$ cat config.mk
export PLATFORM = sky130hd
export DESIGN_NAME = dtmf_call_relay_controller
export DESIGN_NICKNAME = d
export VERILOG_FILES = /design/src/rtl/core/dcrc_pkg.sv /design/src/rtl/core/dcrc_match.sv /design/src/rtl/core/dcrc_core.sv /design/src/rtl/core/dtmf_call_relay_controller.sv
export SDC_FILE = /design/constraint.sdc
export NUM_CORES = 1
export LEC_CHECK = 0
export BUFFER_PORTS_ARGS = -buffer_cell sky130_fd_sc_hd__buf_2
export CORE_MARGIN = 5
export CORE_UTILIZATION = 52
export DETAILED_ROUTE_END_ITERATION = 8
export GPL_ROUTABILITY_DRIVEN = 0
export HOLD_SLACK_MARGIN = 0.15
export PLACE_DENSITY = 0.77
export SYNTH_ARGS = -nofsm -noshare
export SYNTH_HDL_FRONTEND = slang
export SYNTH_SLANG_ARGS = --single-unit
export TNS_END_PERCENT = 50
$ cat constraint.sdc
create_clock -name clock -period 4.35 [get_ports clock]
set_clock_uncertainty 0.1 [all_clocks]
set_input_delay 0 -clock clock [delete_from_list [all_inputs] [get_ports clock]]
set_output_delay 0 -clock clock [all_outputs]
set_load 0.1 [all_outputs]
$ cat src/rtl/core/dcrc_pkg.sv
package dcrc_pkg;

   // Field widths
   localparam int OP_W       = 3;
   localparam int DIGIT_W    = 4;
   localparam int MAX_DIGITS = 16;
   localparam int NUM_W      = 64;
   localparam int LEN_W      = 5;
   localparam int KEY_W      = 8;
   localparam int TICK_W     = 24;
   localparam int CSR_IDX_W  = 3;
   localparam int CSR_DATA_W = 64;

   localparam logic [TICK_W-1:0] TICK_MAX = {TICK_W{1'b1}};

   // Event codes
   localparam logic [OP_W-1:0] OP_RING   = 3'd0;
   localparam logic [OP_W-1:0] OP_CLIP   = 3'd1;
   localparam logic [OP_W-1:0] OP_KEY    = 3'd2;
   localparam logic [OP_W-1:0] OP_HANGUP = 3'd3;
   localparam logic [OP_W-1:0] OP_TICK   = 3'd4;

   // Key codes (ASCII)
   localparam logic [KEY_W-1:0] KEY_ZERO  = 8'h30;
   localparam logic [KEY_W-1:0] KEY_ONE   = 8'h31;
   localparam logic [KEY_W-1:0] KEY_TWO   = 8'h32;
   localparam logic [KEY_W-1:0] KEY_THREE = 8'h33;
   localparam logic [KEY_W-1:0] KEY_FOUR  = 8'h34;
   localparam logic [KEY_W-1:0] KEY_NINE  = 8'h39;
   localparam logic [KEY_W-1:0] KEY_STAR  = 8'h2A;
   localparam logic [KEY_W-1:0] KEY_HASH  = 8'h23;

   // Register indexes
   localparam logic [CSR_IDX_W-1:0] CSR_CLIP_WAIT   = 3'd0;
   localparam logic [CSR_IDX_W-1:0] CSR_MAX_CALL    = 3'd1;
   localparam logic [CSR_IDX_W-1:0] CSR_ALLOWED_NUM = 3'd2;
   localparam logic [CSR_IDX_W-1:0] CSR_ALLOWED_LEN = 3'd3;
   localparam logic [CSR_IDX_W-1:0] CSR_POLARITY    = 3'd4;

   // Register reset values
   localparam logic [TICK_W-1:0] CLIP_WAIT_RST = 24'd4000;
   localparam logic [TICK_W-1:0] MAX_CALL_RST  = 24'd120000;

   typedef enum logic [1:0] {
      PH_IDLE = 2'd0,
      PH_RING = 2'd1,
      PH_CALL = 2'd2
   } phase_type;

   typedef struct packed {
      logic [OP_W-1:0]  op;
      logic [NUM_W-1:0] caller_digits;
      logic [LEN_W-1:0] caller_length;
      logic [KEY_W-1:0] key_char;
   } req_type;

   typedef struct packed {
      logic [1:0] relay_levels;
      logic [1:0] relays_on;
      logic [1:0] call_phase;
      logic       answer_cmd;
      logic       hangup_cmd;
      logic       status_request;
      logic       unknown_key;
   } rsp_type;

   typedef struct packed {
      logic [TICK_W-1:0] clip_wait_ticks;
      logic [TICK_W-1:0] max_call_ticks;
      logic [NUM_W-1:0]  allowed_number;
      logic [LEN_W-1:0]  allowed_length;
      logic              drive_active_high;
   } cfg_type;

endpackage

$ cat src/rtl/core/dcrc_match.sv
module dcrc_match (
   input  logic [dcrc_pkg::NUM_W-1:0] caller_digits,
   input  logic [dcrc_pkg::LEN_W-1:0] caller_length,
   input  logic [dcrc_pkg::NUM_W-1:0] allowed_number,
   input  logic [dcrc_pkg::LEN_W-1:0] allowed_length,
   output logic                       match
);
   import dcrc_pkg::*;

   logic digits_ok;

   // every digit below the length must agree
   always_comb begin
      digits_ok = 1'b1;
      for (int i = 0; i < MAX_DIGITS; i++) begin
         if (LEN_W'(i) < caller_length &&
             caller_digits[DIGIT_W*i +: DIGIT_W] != allowed_number[DIGIT_W*i +: DIGIT_W]) begin
            digits_ok = 1'b0;
         end
      end
   end

   // empty authorized number lets any caller in
   assign match = (allowed_length == '0) ||
                  (allowed_length <= LEN_W'(MAX_DIGITS) &&
                   caller_length == allowed_length && digits_ok);

endmodule

$ cat src/rtl/core/dcrc_core.sv
module dcrc_core (
   input  logic              clock,
   input  logic              reset,
   input  logic              fire,
   input  dcrc_pkg::req_type item,
   input  dcrc_pkg::cfg_type cfg,
   output dcrc_pkg::rsp_type result
);
   import dcrc_pkg::*;

   phase_type         phase_ff, phase_in;
   logic [TICK_W-1:0] elapsed_ff, elapsed_in, elapsed_inc;
   logic              seen_ff, seen_in;
   logic [1:0]        relay_ff, relay_in;
   logic              match;
   logic              answer, hangup, status, unknown;

   dcrc_match u_match (
      .caller_digits  (item.caller_digits),
      .caller_length  (item.caller_length),
      .allowed_number (cfg.allowed_number),
      .allowed_length (cfg.allowed_length),
      .match          (match)
   );

   // saturating tick count
   assign elapsed_inc = (elapsed_ff == TICK_MAX) ? elapsed_ff : elapsed_ff + 1'b1;

   // event decode and next state
   always_comb begin
      phase_in   = phase_ff;
      elapsed_in = elapsed_ff;
      seen_in    = seen_ff;
      relay_in   = relay_ff;
      answer     = 1'b0;
      hangup     = 1'b0;
      status     = 1'b0;
      unknown    = 1'b0;
      case (item.op)
         OP_RING: begin
            if (phase_ff == PH_IDLE) begin
               phase_in   = PH_RING;
               elapsed_in = '0;
               seen_in    = 1'b0;
            end
         end
         OP_CLIP: begin
            if (phase_ff == PH_RING) begin
               seen_in = 1'b1;
               if (match) begin
                  answer     = 1'b1;
                  phase_in   = PH_CALL;
                  elapsed_in = '0;
               end else begin
                  phase_in = PH_IDLE;
               end
            end
         end
         OP_KEY: begin
            if (phase_ff == PH_CALL) begin
               case (item.key_char)
                  KEY_ONE:   relay_in = relay_ff | 2'b01;
                  KEY_TWO:   relay_in = relay_ff & 2'b10;
                  KEY_THREE: relay_in = relay_ff | 2'b10;
                  KEY_FOUR:  relay_in = relay_ff & 2'b01;
                  KEY_STAR:  relay_in = 2'b11;
                  KEY_ZERO:  relay_in = 2'b00;
                  KEY_NINE:  status   = 1'b1;
                  KEY_HASH: begin
                     hangup   = 1'b1;
                     phase_in = PH_IDLE;
                  end
                  default:   unknown  = 1'b1;
               endcase
            end
         end
         OP_HANGUP: begin
            phase_in = PH_IDLE;
         end
         OP_TICK: begin
            elapsed_in = elapsed_inc;
            // a ring timeout that answers restarts the count, so no call timeout then
            if (phase_ff == PH_RING && !seen_ff && elapsed_inc > cfg.clip_wait_ticks) begin
               if (cfg.allowed_length == '0) begin
                  answer     = 1'b1;
                  phase_in   = PH_CALL;
                  elapsed_in = '0;
               end else begin
                  phase_in = PH_IDLE;
               end
            end else if (phase_ff == PH_CALL && elapsed_inc > cfg.max_call_ticks) begin
               hangup   = 1'b1;
               phase_in = PH_IDLE;
            end
         end
         default: ;
      endcase
   end

   // result of this item, pin levels after polarity
   always_comb begin
      result.relays_on      = relay_in;
      result.relay_levels   = cfg.drive_active_high ? relay_in : ~relay_in;
      result.call_phase     = phase_in;
      result.answer_cmd     = answer;
      result.hangup_cmd     = hangup;
      result.status_request = status;
      result.unknown_key    = unknown;
   end

   // call state
   always_ff @(posedge clock) begin
      if (reset) begin
         phase_ff   <= PH_IDLE;
         elapsed_ff <= '0;
         seen_ff    <= 1'b0;
         relay_ff   <= 2'b00;
      end else if (fire) begin
         phase_ff   <= phase_in;
         elapsed_ff <= elapsed_in;
         seen_ff    <= seen_in;
         relay_ff   <= relay_in;
      end
   end

endmodule

$ cat src/rtl/core/dtmf_call_relay_controller.sv
// Call-control block for a phone-operated two-relay box. It takes one event item
// (ring, caller ID, key, remote hangup, millisecond tick) per clock cycle while
// rsp_ready is high, and returns exactly one result item per event, in order. An
// accepted item is held in an input register, evaluated in one pass of shallow
// logic against the call state, and its result is written to an output register;
// the output register lets the next item enter while a result waits for the
// consumer. Sustained rate is one item per cycle while rsp_ready stays high, set
// by the state update between input and output registers. Configuration
// writes take effect at once and should only be issued while no item is pending.
module dtmf_call_relay_controller (
   input  logic                            clock,
   input  logic                            reset,
   // event items
   input  logic                            req_valid,
   output logic                            req_ready,
   input  logic [dcrc_pkg::OP_W-1:0]       req_op,
   input  logic [dcrc_pkg::NUM_W-1:0]      req_caller_digits,
   input  logic [dcrc_pkg::LEN_W-1:0]      req_caller_length,
   input  logic [dcrc_pkg::KEY_W-1:0]      req_key_char,
   // result items
   output logic                            rsp_valid,
   input  logic                            rsp_ready,
   output logic [1:0]                      rsp_relay_levels,
   output logic [1:0]                      rsp_relays_on,
   output logic [1:0]                      rsp_call_phase,
   output logic                            rsp_answer_cmd,
   output logic                            rsp_hangup_cmd,
   output logic                            rsp_status_request,
   output logic                            rsp_unknown_key,
   // configuration
   input  logic                            csr_wen,
   input  logic [dcrc_pkg::CSR_IDX_W-1:0]  csr_index,
   input  logic [dcrc_pkg::CSR_DATA_W-1:0] csr_wdata
);
   import dcrc_pkg::*;

   cfg_type cfg_ff;
   req_type req_ff;
   logic    req_valid_ff;
   rsp_type rsp_ff, rsp_in;
   logic    rsp_valid_ff;
   logic    advance;

   // input register moves on when the output register is free or draining
   assign advance   = req_valid_ff && (!rsp_valid_ff || rsp_ready);
   assign req_ready = !req_valid_ff || advance;

   // configuration registers
   always_ff @(posedge clock) begin
      if (reset) begin
         cfg_ff.clip_wait_ticks   <= CLIP_WAIT_RST;
         cfg_ff.max_call_ticks    <= MAX_CALL_RST;
         cfg_ff.allowed_number    <= '0;
         cfg_ff.allowed_length    <= '0;
         cfg_ff.drive_active_high <= 1'b1;
      end else if (csr_wen) begin
         case (csr_index)
            CSR_CLIP_WAIT:   cfg_ff.clip_wait_ticks   <= csr_wdata[TICK_W-1:0];
            CSR_MAX_CALL:    cfg_ff.max_call_ticks    <= csr_wdata[TICK_W-1:0];
            CSR_ALLOWED_NUM: cfg_ff.allowed_number    <= csr_wdata[NUM_W-1:0];
            CSR_ALLOWED_LEN: cfg_ff.allowed_length    <= csr_wdata[LEN_W-1:0];
            CSR_POLARITY:    cfg_ff.drive_active_high <= csr_wdata[0];
            default: ;
         endcase
      end
   end

   // input register
   always_ff @(posedge clock) begin
      if (reset) begin
         req_valid_ff <= 1'b0;
      end else if (req_ready) begin
         req_valid_ff <= req_valid;
      end
   end

   always_ff @(posedge clock) begin
      if (req_valid && req_ready) begin
         req_ff.op            <= req_op;
         req_ff.caller_digits <= req_caller_digits;
         req_ff.caller_length <= req_caller_length;
         req_ff.key_char      <= req_key_char;
      end
   end

   dcrc_core u_core (
      .clock  (clock),
      .reset  (reset),
      .fire   (advance),
      .item   (req_ff),
      .cfg    (cfg_ff),
      .result (rsp_in)
   );

   // output register
   always_ff @(posedge clock) begin
      if (reset) begin
         rsp_valid_ff <= 1'b0;
      end else if (advance) begin
         rsp_valid_ff <= 1'b1;
      end else if (rsp_ready) begin
         rsp_valid_ff <= 1'b0;
      end
   end

   always_ff @(posedge clock) begin
      if (advance) begin
         rsp_ff <= rsp_in;
      end
   end

   assign rsp_valid          = rsp_valid_ff;
   assign rsp_relay_levels   = rsp_ff.relay_levels;
   assign rsp_relays_on      = rsp_ff.relays_on;
   assign rsp_call_phase     = rsp_ff.call_phase;
   assign rsp_answer_cmd     = rsp_ff.answer_cmd;
   assign rsp_hangup_cmd     = rsp_ff.hangup_cmd;
   assign rsp_status_request = rsp_ff.status_request;
   assign rsp_unknown_key    = rsp_ff.unknown_key;

endmodule

# Yosys cells after proc, flatten, opt, wreduce, memory -nomap -nowiden
# Cells that the tools add are included.
op_classes:
  reduce_logical: 45
  order_cmp: 19
  n_mux: 53
  bitwise_logic: 1
  n_eq_ne: 39
  addsub: 1
op_table:
  columns: ["op", "n"]
  rows:
  - ["$mux W24", 6]
  - ["$pmux W24 S3", 1]
  - ["$eq A8 B6 Y1 const B", 8]
  - ["$ne A4 B4 Y1", 16]
  - ["$gt A24 B24 Y1", 2]
  - ["$lt A4 B5 Y1 const A", 8]
  - ["$mux W1", 30]
  - ["$add A24 B1 Y24 const B", 1]
  - ["$eq A24 B24 Y1 const B", 1]
  - ["$logic_and A1 B1 Y1", 23]
  - ["$mux W2", 11]
  - ["$lt A3 B5 Y1 const A", 4]
  - ["$eq A3 B2 Y1 const B", 4]
  - ["$pmux W2 S6", 1]
  - ["$reduce_and A2 Y1", 6]
  - ["$lt A1 B5 Y1 const A", 2]
  - ["$lt A2 B5 Y1 const A", 2]
  - ["$pmux W2 S5", 1]
  - ["$reduce_or A8 Y1", 1]
  - ["$eq A3 B1 Y1 const B", 2]
  - ["$eq A3 B3 Y1 const B", 2]
  - ["$logic_not A3 Y1", 2]
  - ["$ne A2 B1 Y1 const B", 3]
  - ["$pmux W1 S2", 3]
  - ["other kinds (13)", 18]
word_totals:
  in_bits: 152
  regBits: 239
  out_inout_bits: 12
  wordCells: 180

# Longest topological paths before layout
logic_depth:
  ltp_word: 23
  ltp_mapped: 18
  mapped_depth_nobuf: 17

# Hierarchy
# A second synthesis with hierarchy kept.
unflattened:
  cells_unflattened: 1151
  area_unflattened_um2: 12074.1
modules_own_cells:
  columns: ["module", "cells_each", "seq_area_each_um2", "area_per_inst_um2", "n_inst"]
  rows:
  - ["dtmf_call_relay_controller", 574, 5104.9, 7737.4, 1]
  - ["dcrc_core", 451, 580.6, 3360.7, 1]
  - ["dcrc_match", 126, 0.0, 975.9, 1]

# Worst setup path before layout
# Ideal clock, no wire load.
synth_timing:
  kind: "reg2reg"
  from: "register u_core.elapsed_ff[4]"
  to: "register u_core.elapsed_ff[16]"
  setup_ps: 120
  path_stages_with_launch: 16
  n_path_buf: 1
  synth_period_minus_slack_ps: 4337
  setup_slack_ps: 13
  t_arrival_ps: 4117
  cell_sequence: "dfxtp_1 and4_1 nand4_2 nor4_4 or4b_1 xnor2_1 ha_1 nand4_1 nor4_1 a22oi_1 a41oi_1 a211o_1 or2_1 clkbuf_1 nor3_1 a211o_1"
synth_via:
  elab_chain_cells: 6
  elab_cells_between_ends: 8
  cone_classes: "add/sub: 1; order compare: 1; eq/ne: 1; mux: 4; reduce/logical: 1"
synth_lines:
  columns: ["item", "line", "text"]
  rows:
  - ["from (decl)", "dcrc_core.sv:12", "logic [TICK_W-1:0] elapsed_ff, elapsed_in, elapsed_inc;"]
  - ["from (signal assigned)", "dcrc_core.sv:120", "elapsed_ff <= elapsed_in;"]
  - ["$add A24 B1 Y24 / $eq A24 B24 Y1 (equally long branches)", "dcrc_core.sv:27", "assign elapsed_inc = (elapsed_ff == TICK_MAX) ? elapsed_ff : elapsed_ff + 1'b1;"]
  - ["$mux W24 (*)", "dcrc_core.sv:27", null]
  - ["$gt A24 B24 Y1", "dcrc_core.sv:83", "if (phase_ff == PH_RING && !seen_ff && elapsed_inc > cfg.clip_wait_ticks) begin"]
  - ["$logic_and A1 B1 Y1", "dcrc_core.sv:83", null]
  - ["$mux W24 (*)", "dcrc_core.sv:83", null]
  - ["$pmux W24 S3 (*)", "dcrc_core.sv:39", "case (item.op)"]
# Every way passes the cells marked *; elsewhere a longest branch is shown, timed or not.
# A chain may end at the register's enable or synchronous reset.

==> out/qor.csv <==
metric,value,unit
cp_max_fo,6,
start_util,0.527,
drt_iter0_drc,964,
first_global_vias,11300,
rsz0062_at_grt,no,
power_density,332,nW/µm²
dieArea,24300,µm²
cts_buffer_depth,3,
cp.arrival,4240,ps
ir_drop,340,µV
clkSinkCount,239,
path_class,flop to flop,
ys.flop_type,dfxtp_1,
yosysSeqAreaShare,0.513,
area_delta_synth_final,40.5,%
numCtsBuffers,25,
core_area,21000,µm²
via_per_inst,5.72,
pwr-share-comb,0.106,
final-setup-viol-count,0,
post_drt_wl_per_cell,19.9,µm
fillers,1240,
synth_cell_type_count,63,
leakagePower,6.35,nW
power_frac_seq,0.476,
synth_warnings,0,
gr-max-usage-layer,met2,
finalNetCount,1783,
hp-class,primary input to flop,
internal-power,3.93,mW
drc,0,
max_freq,245,MHz
grt_pass1_wl,59.4,mm
fin_cells,1878,
clkTransAtPathRegs,60,ps
power,5.17,mW
synth_edf_count,90,
chipHeight,156,µm
cp-start-kind,flop,
final_layout_size_suffix_gt1_frac,0.159,
overflow,0,
synth.net_count,1380,
tritoncts,yes,
hold_viol,0,
root_buffer,clkbuf_16,
netlist_instances,1179,
dp_hpwl,18.5,mm
synth_commonest_cells,"nand2_1 (263), dfxtp_1 (149), a21oi_1 (135)",
synth.cell_area,11100,µm²
grt_max_degree,103,
pin_count,164,
placed_area,12200,µm²
worst_pin_slew,1170,ps
period_minus_slack,4080,ps
routed-via-count,10700,
post-route-period-util,0.938,
max-cap-violations,0,
firstDrtPassIters,6,
switchingPower,1.25,mW
ys_async_sr_fraction,0,
p_sw_frac,0.241,
avgSynthCellArea,9.40,µm²
drt_wl_total,37.3,mm
final_area,15600,µm²
power_frac_clock,0.418,
antenna_found_initial,2,
grt.met3_usage,0.0533,
synth_top_area_cell,dfxtp_1,
cp.required,4510,ps
run_status,"finished, final reports clean",
worstSkewPairLatency,530,ps
grtUsageMet2,0.544,
synth_area_leaders,"dfxtp_1 (27%), edfxtp_1 (24%), nand2_1 (8.9%)",
post-synth-top-count-cell,nand2_1,
die_w,156,µm
slew-limit-headroom,0.221,
synth_top_area_frac,0.269,
r2r_slack,270,ps
drtAntennaViolNets,0,
synth-seq-cells,239,
use_met1,0.346,
slew_viol_final,0,
io_buffers,163,
row_count,53,
htreeDepth,1,
grt_usage,0.304,
cp-end-kind,flop,
dp.cells,1578,
[registers in the layout, indices dropped and copies added, names as in the netlist]
| name | cells |
|---|---|
| rsp_hangup_cmd | 1 |
| req_valid_ff | 1 |
| u_core.phase_ff | 2 |
| rsp_unknown_key | 1 |
| req_ff | 80 |
| rsp_status_request | 1 |
| rsp_relay_levels | 2 |
| rsp_relays_on | 2 |
| u_core.relay_ff | 2 |
| u_core.seen_ff | 1 |
| cfg_ff | 118 |
| rsp_valid | 1 |
| u_core.elapsed_ff | 24 |
| rsp_call_phase | 2 |
| rsp_answer_cmd | 1 |
[layout make-up]
cell class,instances,area (µm²),area share
diodes,3,7.51,0.000482
clock inverters,10,103,0.00659
repair buffers,433,3490,0.224
well taps,275,344,0.0221
inverters,68,255,0.0164
multi-input cells,815,4980,0.320
clock buffers,35,707,0.0454
flip-flops and latches,239,5690,0.365
[through the flow]
stage,utilization,TNS (ps),hold WS [ps],setup WS (ps)
2_1_floorplan,-,0,-1.13,13.4
3_3_place_gp,0.579,0,76.5,78.0
3_5_place_dp,0.579,-76.1,78.1,-51.8
4_1_cts,0.737,0,152,20.0
5_1_grt,0.741,0,213,30.0
6_report,0.741,0,181,268
[power by group through the flow]
stage / Combinational, mW / Sequential (mW) / Clock, mW
after floorplan: 0.183 / 2.52 / 0
after global placement: 0.333 / 2.50 / 0
after detailed placement: 0.337 / 2.50 / 0
after CTS: 0.503 / 2.45 / 2.12
after global routing: 0.583 / 2.46 / 2.26
final: 0.549 / 2.46 / 2.16
[worst paths after layout]
check | cells after the start | startpoint | endpoint
max reg2reg | 12 | u_core.elapsed_ff[6]$_SDFFE_PP0P_ | rsp_call_phase[1]$_DFFE_PP_
min reg2reg | 2 | cfg_ff[83]$_SDFFE_PP0P_ | cfg_ff[83]$_SDFFE_PP0P_
min | 4 | csr_wdata[55] | cfg_ff[61]$_SDFFE_PP0P_
max | 12 | u_core.elapsed_ff[6]$_SDFFE_PP0P_ | rsp_call_phase[1]$_DFFE_PP_
[cell families after synthesis]
group / after synthesis / share of synthesized area
AND/OR/NAND/NOR: 430 / 0.178
multiplexers: 9 / 0.00824
buffers and inverters: 125 / 0.0441
AO/OA/AOI/OAI: 236 / 0.130
adder cells (fa/ha/maj): 49 / 0.0553
flip-flops: 239 / 0.513
XOR/XNOR: 91 / 0.0719
[layout by cell type (no fill, tap or decap), types with 16 or more instances in the layout]
| cell | n |
|---|---|
| dlygate4sd3_1 | 250 |
| nand2_1 | 263 |
| buf_4 | 19 |
| ha_1 | 49 |
| inv_1 | 66 |
| o211ai_1 | 17 |
| edfxtp_1 | 90 |
| nor3_1 | 16 |
| nor2_1 | 35 |
| clkbuf_16 | 25 |
| o21ai_0 | 16 |
| nand3_1 | 23 |
| nand4_1 | 20 |
| dfxtp_1 | 145 |
| buf_2 | 162 |
| a21oi_1 | 135 |
| xnor2_1 | 40 |
| xor2_1 | 47 |
[critical path: stages (launching register included)]
cell and delay (ps):
dfxtp_1 360, and4_4 280, nand4_4 170, nor4_4 330
or4b_4 530, xnor2_2 180, ha_1 320, nand4_1 150
nor4_1 370, a21oi_1 210, or3_1 400, a311oi_2 350
o21ai_1 90
[routing by layer]
layer / up-vias / share of wire / wire length [µm]
li1: 4897 / - / -
met1: 5069 / 0.37 / 13700
met2: 615 / 0.50 / 18800
met3: 164 / 0.071 / 2660
met4: 0 / 0.058 / 2150
met5: - / 0 / 0
[what timing repair did]
item / 4_1_cts / 5_1_grt
buffers inserted: 0 / 2
endpoints found under the hold margin: 283 / 0
endpoints found under the setup margin: 7 / 22
hold buffers: 250 / 0
gates resized for setup: 3 / 14
pin swaps: 0 / 3
(Power assumes the default switching activity.)
